[src/rtl/core/dors_pkg.sv]
// Shared types and codes for the diagonal-or-rotate command selector.
package dors_pkg;

	typedef enum logic [1:0] {
		SEL_INIT = 2'd0,
		SEL_DIAG = 2'd1,
		SEL_ROT  = 2'd2,
		SEL_FREE = 2'd3
	} sel_state_t;

	localparam logic [1:0] MODE_POS_FLEX = 2'd1;
	localparam logic [1:0] MODE_INF_FLEX = 2'd2;

	localparam logic [1:0] LOAD_NONE      = 2'd0;
	localparam logic [1:0] LOAD_SINGLE    = 2'd1;
	localparam logic [1:0] LOAD_COMPOSITE = 2'd2;

	localparam logic [1:0] CFG_SELECT_ENABLE   = 2'd0;
	localparam logic [1:0] CFG_FORCE_EXCLUSIVE = 2'd1;
	localparam logic [1:0] CFG_LIFT_POLARITY   = 2'd2;

	typedef struct packed {
		logic select_enable;
		logic force_exclusive;
		logic lift_press_polarity;
	} cfg_t;

	typedef struct packed {
		sel_state_t state;
		logic       free_flag;
		logic       free_last;
		logic       axis;
	} sel_ctx_t;

endpackage

[src/rtl/core/dors_step.sv]
// Per-command selection logic: mode decision, selector transition and velocity gating.
module dors_step #(
	parameter int VEL_WIDTH = 16
) (
	input  dors_pkg::cfg_t              cfg,
	input  dors_pkg::sel_ctx_t          ctx,
	input  logic [1:0]                  mode_class,
	input  logic                        linked_vehicle,
	input  logic                        lift_button,
	input  logic                        auto_center_button,
	input  logic signed [VEL_WIDTH-1:0] vel_x_in,
	input  logic signed [VEL_WIDTH-1:0] vel_y_in,
	input  logic signed [VEL_WIDTH-1:0] vel_z_in,
	output dors_pkg::sel_ctx_t          ctx_next,
	output logic signed [VEL_WIDTH-1:0] vel_x_out,
	output logic signed [VEL_WIDTH-1:0] vel_y_out,
	output logic signed [VEL_WIDTH-1:0] vel_z_out,
	output logic                        clear_smoothing,
	output logic [1:0]                  param_load
);
	import dors_pkg::*;

	logic                 flex;
	logic                 excl;
	logic                 ff;
	logic                 all_zero;
	logic                 change;
	logic                 diag_nz;
	logic                 vz_nz;
	sel_state_t           st;

	always_comb begin
		flex     = (mode_class == MODE_POS_FLEX) || (mode_class == MODE_INF_FLEX);
		excl     = (cfg.select_enable && flex && (lift_button == cfg.lift_press_polarity)
			&& !auto_center_button) || cfg.force_exclusive;
		ff       = !excl;
		vz_nz    = (vel_z_in != '0);
		all_zero = (vel_x_in == '0) && (vel_y_in == '0) && !vz_nz;
		change   = (ff != ctx.free_last) && all_zero;
		if (mode_class == MODE_POS_FLEX) begin
			diag_nz = (vel_x_in != '0);
		end else if (mode_class == MODE_INF_FLEX) begin
			diag_nz = (vel_y_in != '0);
		end else begin
			diag_nz = 1'b0;
		end

		ctx_next        = ctx;
		vel_x_out       = vel_x_in;
		vel_y_out       = vel_y_in;
		vel_z_out       = vel_z_in;
		clear_smoothing = 1'b0;
		param_load      = LOAD_NONE;
		st              = ctx.state;

		if (!linked_vehicle) begin
			ctx_next.free_flag = ff;
			if (change) begin
				st                 = SEL_INIT;
				ctx_next.free_last = ff;
				clear_smoothing    = 1'b1;
			end
			if (mode_class == MODE_POS_FLEX) begin
				ctx_next.axis = 1'b0;
			end else if (mode_class == MODE_INF_FLEX) begin
				ctx_next.axis = 1'b1;
			end
			ctx_next.state = st;
			case (st)
				SEL_INIT: begin
					if (!ff) begin
						if (diag_nz) begin
							ctx_next.state = SEL_DIAG;
						end else if (vz_nz) begin
							ctx_next.state = SEL_ROT;
						end
						param_load = LOAD_SINGLE;
					end else begin
						ctx_next.state = SEL_FREE;
						param_load     = LOAD_COMPOSITE;
					end
				end
				SEL_DIAG: begin
					if (!diag_nz) begin
						ctx_next.state = SEL_INIT;
					end else begin
						vel_z_out = '0;
					end
				end
				SEL_ROT: begin
					if (!vz_nz) begin
						ctx_next.state = SEL_INIT;
					end else if (mode_class == MODE_POS_FLEX) begin
						vel_x_out = '0;
					end else if (mode_class == MODE_INF_FLEX) begin
						vel_y_out = '0;
					end
				end
				default: begin
				end
			endcase
		end
	end

endmodule

[src/rtl/core/diagonal_or_rotate_command_selector_top.sv]
// Diagonal-or-rotate command selector: input register, selection logic, result register.
// A command accepted into the input register passes through the selection logic into the
// result register, which presents it on the result side.
// Throughput: one command per cycle; the input register advances when the result register
// is empty or being taken; a waiting result stalls intake once the input register is full.
// Reset: arst_n clears the configuration, the selector state and the valid flags.
module diagonal_or_rotate_command_selector_top #(
	parameter int VEL_WIDTH = 16
) (
	input  logic                        clk,
	input  logic                        arst_n,
	input  logic                        cfg_valid,
	output logic                        cfg_ready,
	input  logic [1:0]                  cfg_index,
	input  logic                        cfg_data,
	input  logic                        in_valid,
	output logic                        in_ready,
	input  logic [1:0]                  mode_class,
	input  logic                        linked_vehicle,
	input  logic                        lift_button,
	input  logic                        auto_center_button,
	input  logic signed [VEL_WIDTH-1:0] vel_x_in,
	input  logic signed [VEL_WIDTH-1:0] vel_y_in,
	input  logic signed [VEL_WIDTH-1:0] vel_z_in,
	output logic                        out_valid,
	input  logic                        out_ready,
	output logic signed [VEL_WIDTH-1:0] vel_x_out,
	output logic signed [VEL_WIDTH-1:0] vel_y_out,
	output logic signed [VEL_WIDTH-1:0] vel_z_out,
	output logic                        clear_smoothing,
	output logic [1:0]                  param_load,
	output logic                        diagonal_axis,
	output logic                        free_motion
);
	import dors_pkg::*;

	cfg_t                  cfg_q;
	sel_ctx_t              ctx_q;
	sel_ctx_t              ctx_nx;

	logic                  valid_s1;
	logic [1:0]            mode_s1;
	logic                  linked_s1;
	logic                  lift_s1;
	logic                  autoc_s1;
	logic signed [VEL_WIDTH-1:0] vx_s1;
	logic signed [VEL_WIDTH-1:0] vy_s1;
	logic signed [VEL_WIDTH-1:0] vz_s1;

	logic signed [VEL_WIDTH-1:0] vx_c;
	logic signed [VEL_WIDTH-1:0] vy_c;
	logic signed [VEL_WIDTH-1:0] vz_c;
	logic                  clr_c;
	logic [1:0]            load_c;

	logic                  valid_s2;
	logic                  advance;

	assign cfg_ready = 1'b1;
	assign advance   = valid_s1 && (!valid_s2 || out_ready);
	assign in_ready  = !valid_s1 || advance;
	assign out_valid = valid_s2;

	always_ff @(posedge clk or negedge arst_n) begin
		if (!arst_n) begin
			cfg_q <= '0;
		end else if (cfg_valid) begin
			case (cfg_index)
				CFG_SELECT_ENABLE:   cfg_q.select_enable       <= cfg_data;
				CFG_FORCE_EXCLUSIVE: cfg_q.force_exclusive     <= cfg_data;
				CFG_LIFT_POLARITY:   cfg_q.lift_press_polarity <= cfg_data;
				default: begin
				end
			endcase
		end
	end

	always_ff @(posedge clk or negedge arst_n) begin
		if (!arst_n) begin
			valid_s1 <= 1'b0;
		end else if (in_ready) begin
			valid_s1 <= in_valid;
		end
	end

	always_ff @(posedge clk) begin
		if (in_valid && in_ready) begin
			mode_s1   <= mode_class;
			linked_s1 <= linked_vehicle;
			lift_s1   <= lift_button;
			autoc_s1  <= auto_center_button;
			vx_s1     <= vel_x_in;
			vy_s1     <= vel_y_in;
			vz_s1     <= vel_z_in;
		end
	end

	dors_step #(
		.VEL_WIDTH(VEL_WIDTH)
	) u_step (
		.cfg                (cfg_q),
		.ctx                (ctx_q),
		.mode_class         (mode_s1),
		.linked_vehicle     (linked_s1),
		.lift_button        (lift_s1),
		.auto_center_button (autoc_s1),
		.vel_x_in           (vx_s1),
		.vel_y_in           (vy_s1),
		.vel_z_in           (vz_s1),
		.ctx_next           (ctx_nx),
		.vel_x_out          (vx_c),
		.vel_y_out          (vy_c),
		.vel_z_out          (vz_c),
		.clear_smoothing    (clr_c),
		.param_load         (load_c)
	);

	always_ff @(posedge clk or negedge arst_n) begin
		if (!arst_n) begin
			ctx_q    <= '{state: SEL_INIT, free_flag: 1'b0, free_last: 1'b0, axis: 1'b0};
			valid_s2 <= 1'b0;
		end else begin
			if (advance) begin
				ctx_q    <= ctx_nx;
				valid_s2 <= 1'b1;
			end else if (out_ready) begin
				valid_s2 <= 1'b0;
			end
		end
	end

	always_ff @(posedge clk) begin
		if (advance) begin
			vel_x_out       <= vx_c;
			vel_y_out       <= vy_c;
			vel_z_out       <= vz_c;
			clear_smoothing <= clr_c;
			param_load      <= load_c;
			diagonal_axis   <= ctx_nx.axis;
			free_motion     <= ctx_nx.free_flag;
		end
	end

endmodule
[config.mk]
export PLATFORM = sky130hd
export DESIGN_NAME = diagonal_or_rotate_command_selector_top
export DESIGN_NICKNAME = d
export VERILOG_FILES = /design/src/rtl/core/dors_pkg.sv /design/src/rtl/core/dors_step.sv /design/src/rtl/core/diagonal_or_rotate_command_selector_top.sv
export SDC_FILE = /design/constraint.sdc
export NUM_CORES = 1
export LEC_CHECK = 0
export BUFFER_PORTS_ARGS = -buffer_cell sky130_fd_sc_hd__clkbuf_2
export CAP_MARGIN = 15
export CORE_MARGIN = 2
export CORE_UTILIZATION = 47
export CTS_CLUSTER_SIZE = 10
export DETAILED_ROUTE_END_ITERATION = 8
export GPL_TIMING_DRIVEN = 0
export PLACE_DENSITY_LB_ADDON = 0.2
export SYNTH_ARGS = -nofsm -noshare
export SYNTH_HDL_FRONTEND = slang
export SYNTH_SLANG_ARGS = --single-unit
[constraint.sdc]
create_clock -name clk -period 2.49 [get_ports clk]
set_input_delay 0 -clock clk [delete_from_list [all_inputs] [get_ports clk]]
set_output_delay 0 -clock clk [all_outputs]
set_load 0.01 [all_outputs]
# [Yosys cells after proc, flatten, opt, wreduce, memory -nomap -nowiden]
# Index checks and enable logic that the tools add are counted.
[classes] muxes=30 n_reduce_logical=31 n_eq_ne=8 n_bitwise=2
[op_table] operator="two-way mux 16 bit" count=12
[op_table] operator="nonzero test 16 bit" count=3
[op_table] operator="zero test 16 bit" count=2
[op_table] operator="two-way mux 2 bit" count=8
[op_table] operator="logical AND 1 bit" count=8
[op_table] operator="two-way mux 1 bit" count=8
[op_table] operator="AND reduction 2 bit" count=4
[op_table] operator="== test 2 x 1 -> 1 bit (second input constant)" count=3
[op_table] operator="== test 2 bit (second input constant)" count=3
[op_table] operator="case mux 2 bit (3 select lines)" count=1
[op_table] operator="zero test 1 bit" count=5
[op_table] operator="zero test 2 bit" count=2
[op_table] operator="logical OR 1 bit" count=4
[op_table] operator="two-way mux 3 bit" count=1
[op_table] operator="AND reduction 3 bit" count=1
[op_table] operator="NOT 1 bit" count=2
[op_table] operator="nonzero test 2 bit" count=1
[op_table] operator="OR reduction 2 bit" count=1
[op_table] operator="== test 1 bit" count=1
[op_table] operator="inequality test 1 bit" count=1
[totals] out_inout_bits=56 word_cells=94 input_bits=61 ff_bits=116

# [Logic depth before layout (Yosys ltp)]
[logic_depth] depth_word=15 depth_mapped=8 depth_no_buf=8

# [Hierarchy]
# Synthesis repeated with hierarchy kept, for this count alone.
[unflattened] cells_unflattened=243 hier_area_um2=4386.7
[modules_own_cells] module="diagonal_or_rotate_command_selector_top" seq_area_each_um2=3433.3 cells_each=136 area_per_inst_um2=3632.2 instances=1
[modules_own_cells] module="dors_step" seq_area_each_um2=0.0 cells_each=107 area_per_inst_um2=754.5 instances=1

# [Worst setup path before layout]
# Ideal clock, no wire load.
[synth_timing] kind="register -> register" start="register valid_s2 (netlist: out_valid)" end="register ctx_q[0] in the netlist's numbering" path_stages_with_launch=4 synth_period_minus_slack_ns=2.383 arrival_ns=2.256 setup_slack_ns=0.107 t_required_ns=2.363 n_path_buf=0 setup_time_ns=0.127 cell_sequence="dfrtp_1 nand2b_1 and2_1 mux2_2"
[synth_between] elab_chain_cells=3
[synth_lines] item="start, declared" line_no="diagonal_or_rotate_command_selector_top.sv:56" rtl="logic valid_s2;"
[synth_lines] item="start signal, assigned" line_no="diagonal_or_rotate_command_selector_top.sv:121" rtl="valid_s2 <= 1'b0;"
[synth_lines] item="start signal, assigned" line_no="diagonal_or_rotate_command_selector_top.sv:125" rtl="valid_s2 <= 1'b1;"
[synth_lines] item="start signal, assigned" line_no="diagonal_or_rotate_command_selector_top.sv:127" rtl="valid_s2 <= 1'b0;"
[synth_lines] item="zero test 1 bit" line_no="diagonal_or_rotate_command_selector_top.sv:60" rtl="assign advance = valid_s1 && (!valid_s2 || out_ready);"
[synth_lines] item="logical OR 1 bit" line_no="diagonal_or_rotate_command_selector_top.sv:60"
[synth_lines] item="logical AND 1 bit" line_no="diagonal_or_rotate_command_selector_top.sv:60"
[synth_lines] item="net advance" line_no="diagonal_or_rotate_command_selector_top.sv:57" rtl="logic advance;"
[synth_lines] item="end signal, assigned" line_no="diagonal_or_rotate_command_selector_top.sv:120" rtl="ctx_q <= '{state: SEL_INIT, free_flag: 1'b0, free_last: 1'b0, axis: 1'b0};"
[synth_lines] item="end signal, assigned" line_no="diagonal_or_rotate_command_selector_top.sv:124" rtl="ctx_q <= ctx_nx;"
[synth_lines] item="end, declared" line_no="diagonal_or_rotate_command_selector_top.sv:38" rtl="sel_ctx_t ctx_q;"
# The timed path passes the listed nets, and every way through them passes these cells.
# A chain may end at the register's enable or synchronous reset.

# [Worst setup path in the final report]
[layout_timing] start="register vy_s1[9]" end="register vel_z_out[13], data pin"
[layout_between] elab_chain_cells=9 word_cells_on_any_way=13 cone_classes="eq/ne (1); mux (7); reduce/logical (5)"
[layout_lines] item="start, declared" line_no="diagonal_or_rotate_command_selector_top.sv:47" rtl="logic signed [VEL_WIDTH-1:0] vy_s1;"
[layout_lines] item="start signal, assigned" line_no="diagonal_or_rotate_command_selector_top.sv:93" rtl="vy_s1 <= vel_y_in;"
[layout_lines] item="zero test 16 bit" line_no="dors_step.sv:38" rtl="all_zero = (vel_x_in == '0) && (vel_y_in == '0) && !vz_nz;"
[layout_lines] item="logical AND 1 bit (2 in series)" line_no="dors_step.sv:38"
[layout_lines] item="logical AND 1 bit" line_no="dors_step.sv:39" rtl="change = (ff != ctx.free_last) && all_zero;"
[layout_lines] item="two-way mux 2 bit" line_no="dors_step.sv:58" rtl="if (change) begin"
[layout_lines] item="two-way mux 2 bit" line_no="dors_step.sv:56" rtl="if (!linked_vehicle) begin"
[layout_lines] item="== test 2 x 1 -> 1 bit" line_no="dors_step.sv:69" rtl="case (st)"
[layout_lines] item="two-way mux 16 bit *" line_no="dors_step.sv:69"
[layout_lines] item="two-way mux 16 bit *" line_no="dors_step.sv:56"
[layout_lines] item="net u_step.vel_z_out[13]" line_no="dors_step.sv:17" rtl="output logic signed [VEL_WIDTH-1:0] vel_z_out,"
[layout_lines] item="end signal, assigned" line_no="diagonal_or_rotate_command_selector_top.sv:136" rtl="vel_z_out <= vz_c;"
[layout_lines] item="end, declared" line_no="diagonal_or_rotate_command_selector_top.sv:29" rtl="output logic signed [VEL_WIDTH-1:0] vel_z_out,"
# Mark *: on every way through the listed nets, which the timed path passes. The rest lies on a longest branch. The select of a mux whose other input is x is not followed.

==> flow_summary.json <==
{
  "grt_overflow": 0,
  "io_pins": 117,
  "final_hold_viol_count": 0,
  "async_reset_ff_share_pct": 8.621,
  "drt_iter0_drc": 75,
  "final_common_cell": "clkbuf_2",
  "ant_nets": 0,
  "r2r_end": "vel_z_out[13]",
  "seq_area_frac_synth_pct": 79.40,
  "r2r_slack_ns": 0.36,
  "wl_per_cell_um": 14.14,
  "antenna_found_initial": 0,
  "rsz0062_at_grt": "false",
  "worst-endpoint-required_ns": 2.86,
  "power.leakage_nw": 2.495,
  "final_nets": 519,
  "max_freq_mhz": 469.4,
  "start_util_pct": 47.70,
  "numCtsBuffers": 17,
  "area_growth_pct": 45.51,
  "final_cell_mix": "115 x clkbuf_2, 106 x edfxtp_1, 64 x dlygate4sd3_1, 47 x and2_1, 16 x clkbuf_16",
  "critical_path_class": "register to register",
  "synth-seq-cells": 116,
  "syn_nets": 319,
  "critPathLaunchType": "register",
  "synth_cell_types": 34,
  "reg2reg_depth": 6,
  "place_hpwl_um": 5207,
  "clock_skew_ns": 0.008063,
  "cts.sinks": 116,
  "dpl-instance-area_um2": 5081,
  "grt_pass1_vias": 2762,
  "postLayoutCoreUtil_pct": 69.41,
  "fillCellCount": 622,
  "yosys_most_used_dff": "edfxtp_1",
  "place_ws_ns": 0.3339,
  "postSynthAreaPerCell_um2": 16.89,
  "final.setup.worst_slack_ns": 0.3596,
  "yosys-top-cells-area": "edfxtp_1 74%, and2_1 7.1%, dfrtp_1 5.8%",
  "core-area_um2": 9065,
  "io_buffers": 115,
  "grt_pass1_wl_um": 12790,
  "setup_viol_count_final": 0,
  "hold_buffers": 64,
  "drive_gt1_share_pct": 35.39,
  "gr-usage-all-layers_pct": 17.33,
  "chipWidth_um": 99.92,
  "final_cell_area_um2": 6292,
  "cp-endpoint": "vel_z_out[13]",
  "netlist_area_um2": 4324,
  "cts_buffer_depth": 2,
  "yosys_warnings": 0,
  "via_per_inst": 4.847,
  "crit_fanout": 10,
  "slew_headroom_pct": 60.10,
  "design.die.area_um2": 9984,
  "dr.pass1.iters": 4,
  "antennaDiodeCount": 0,
  "synth_edf_count": 106,
  "cts_tree": "yes",
  "min_period_ns": 2.130,
  "route.detailed.drc": 0,
  "syn_inst": 256,
  "finalCritPeriodShare_pct": 85.56,
  "p_per_area_nw_per_um2": 814.8,
  "drt-total-wl_um": 8200,
  "clk_pin_slew_ns": 0.06,
  "grt_max_degree": 37,
  "max_cap_viol_count": 0,
  "cts_setup_buffers": 0,
  "tightest_slew_ns": 0.5957,
  "min-delay-path-class": "input pin to register",
  "fp.dieH_um": 99.92,
  "status": "finished clean",
  "cts_root_buf": "clkbuf_8",
  "worstSetupStartpoint": "vy_s1[9]",
  "finalMaxSlewViolations": 0,
  "rows": 35,
  "worstSkewPairLatency_ns": 0.50,
  "power_mw": 5.127,
  "synth_top_cell_area_share_pct": 73.61,
  "synth_area_leader_cell": "edfxtp_1",
  "crit_arrival_ns": 2.50,
  "htree_levels": 4,
  "rr_startpoint": "vy_s1[9]",
  "cts_resized": 0,
  "vdd_ir_drop_max_v": 0.0004856,
  "vias": 2811,
  "end_kind": "register",
  "gp_congestion": 0.8131
}
[layer usage]
metal  part of all wire (%)  GRT usage (%)  up-vias
met3                    6.7          6.128       10
li1                       -              -     1367
met1                     40          19.66     1323
met4                    1.2          8.641        0
met2                     52          29.21      111
met5                      0              0        -
[Yosys cell counts, types with 3 or more instances]
master,count
nand2b_1,3
a31oi_1,3
nor4_1,9
nor4_2,4
nor2_1,10
o21ai_0,5
a21oi_1,4
mux2_2,4
nor3_1,6
dfrtp_1,10
and2_1,49
clkbuf_1,4
edfxtp_1,106
nand3_1,3
inv_1,6
nand2_1,6
[worst min path at each step]
| stage | depth (start not counted) | start | end | slack [ns] |
|---|---|---|---|---|
| after global routing | 2 | vel_z_in[9] | vz_s1[9] | 0.19 |
| after floorplan | 0 | arst_n | cfg_q[0] | -0.30 |
| after global placement | 1 | arst_n | valid_s1 | -0.12 |
| final | 2 | vel_y_in[1] | vy_s1[1] | 0.20 |
| after detailed placement | 1 | arst_n | valid_s1 | -0.11 |
| after CTS | 2 | vel_y_in[8] | vy_s1[8] | 0.18 |
[layout make-up]
| cell class | instances | area (um^2) | share of cell area, % |
|---|---|---|---|
| Buffer | 6 | 30.03 | 0.4772 |
| Timing Repair Buffer | 181 | 1256 | 19.96 |
| Clock inverter | 15 | 156.4 | 2.486 |
| Clock buffer | 17 | 414.1 | 6.582 |
| Tap cell | 111 | 138.9 | 2.207 |
| Inverter | 6 | 22.52 | 0.3579 |
| Sequential cell | 116 | 3433 | 54.56 |
| Multi-Input combinational cell | 128 | 840.8 | 13.36 |
[critical path, cell delays in order, from the launching register on]
cell and delay (ns):
edfxtp_1 0.39, nor4_1 0.37, and4_2 0.34, o22ai_1 0.15, nand3_1 0.23, clkbuf_1 0.32
and2_1 0.19
[kinds of logic (layout without fill, tap and decap cells)]
| logic type | after synthesis | after routing | synth area share, % |
|---|---|---|---|
| AO/OA/AOI/OAI | 17 | 17 | 2.344 |
| XOR/XNOR | 2 | 2 | 0.4052 |
| adder cells (fa/ha/maj) | 2 | 2 | 0.5786 |
| buffers and inverters | 12 | 225 | 1.215 |
| flip-flops | 116 | 116 | 79.40 |
| multiplexers | 4 | 4 | 1.042 |
| other | 1 | 1 | 0.08672 |
| AND/OR/NAND/NOR | 102 | 102 | 14.93 |
[flip-flops by register name (all words and copies together) (netlist names)]
signal,cells
lift_s1,1
free_motion,1
out_valid,1
clear_smoothing,1
ctx_q,5
mode_s1,2
vx_s1,16
vy_s1,16
cfg_q,3
diagonal_axis,1
vel_y_out,16
param_load,2
vz_s1,16
vel_x_out,16
vel_z_out,16
autoc_s1,1
valid_s1,1
linked_s1,1
[report_power, final]
| group | leakage (nW) | total (mW) | switching (mW) | internal [mW] |
|---|---|---|---|---|
| Sequential | 1.13 | 2.38 | 0.0593 | 2.32 |
| Clock | 0.280 | 2.29 | 0.862 | 1.43 |
| Combinational | 1.08 | 0.459 | 0.226 | 0.233 |
| Total | 2.50 | 5.13 | 1.15 | 3.98 |
[through the flow]
step | TNS, ns | hold slack (ns) | cells
2_1_floorplan | 0 | -0.2956 | 256
3_3_place_gp | -19.46 | -0.1174 | 482
3_5_place_dp | 0 | -0.1140 | 484
4_1_cts | 0 | 0.1817 | 580
5_1_grt | 0 | 0.1861 | 580
6_report | 0 | 0.2018 | 580
Power figures use the tool's default switching activity.
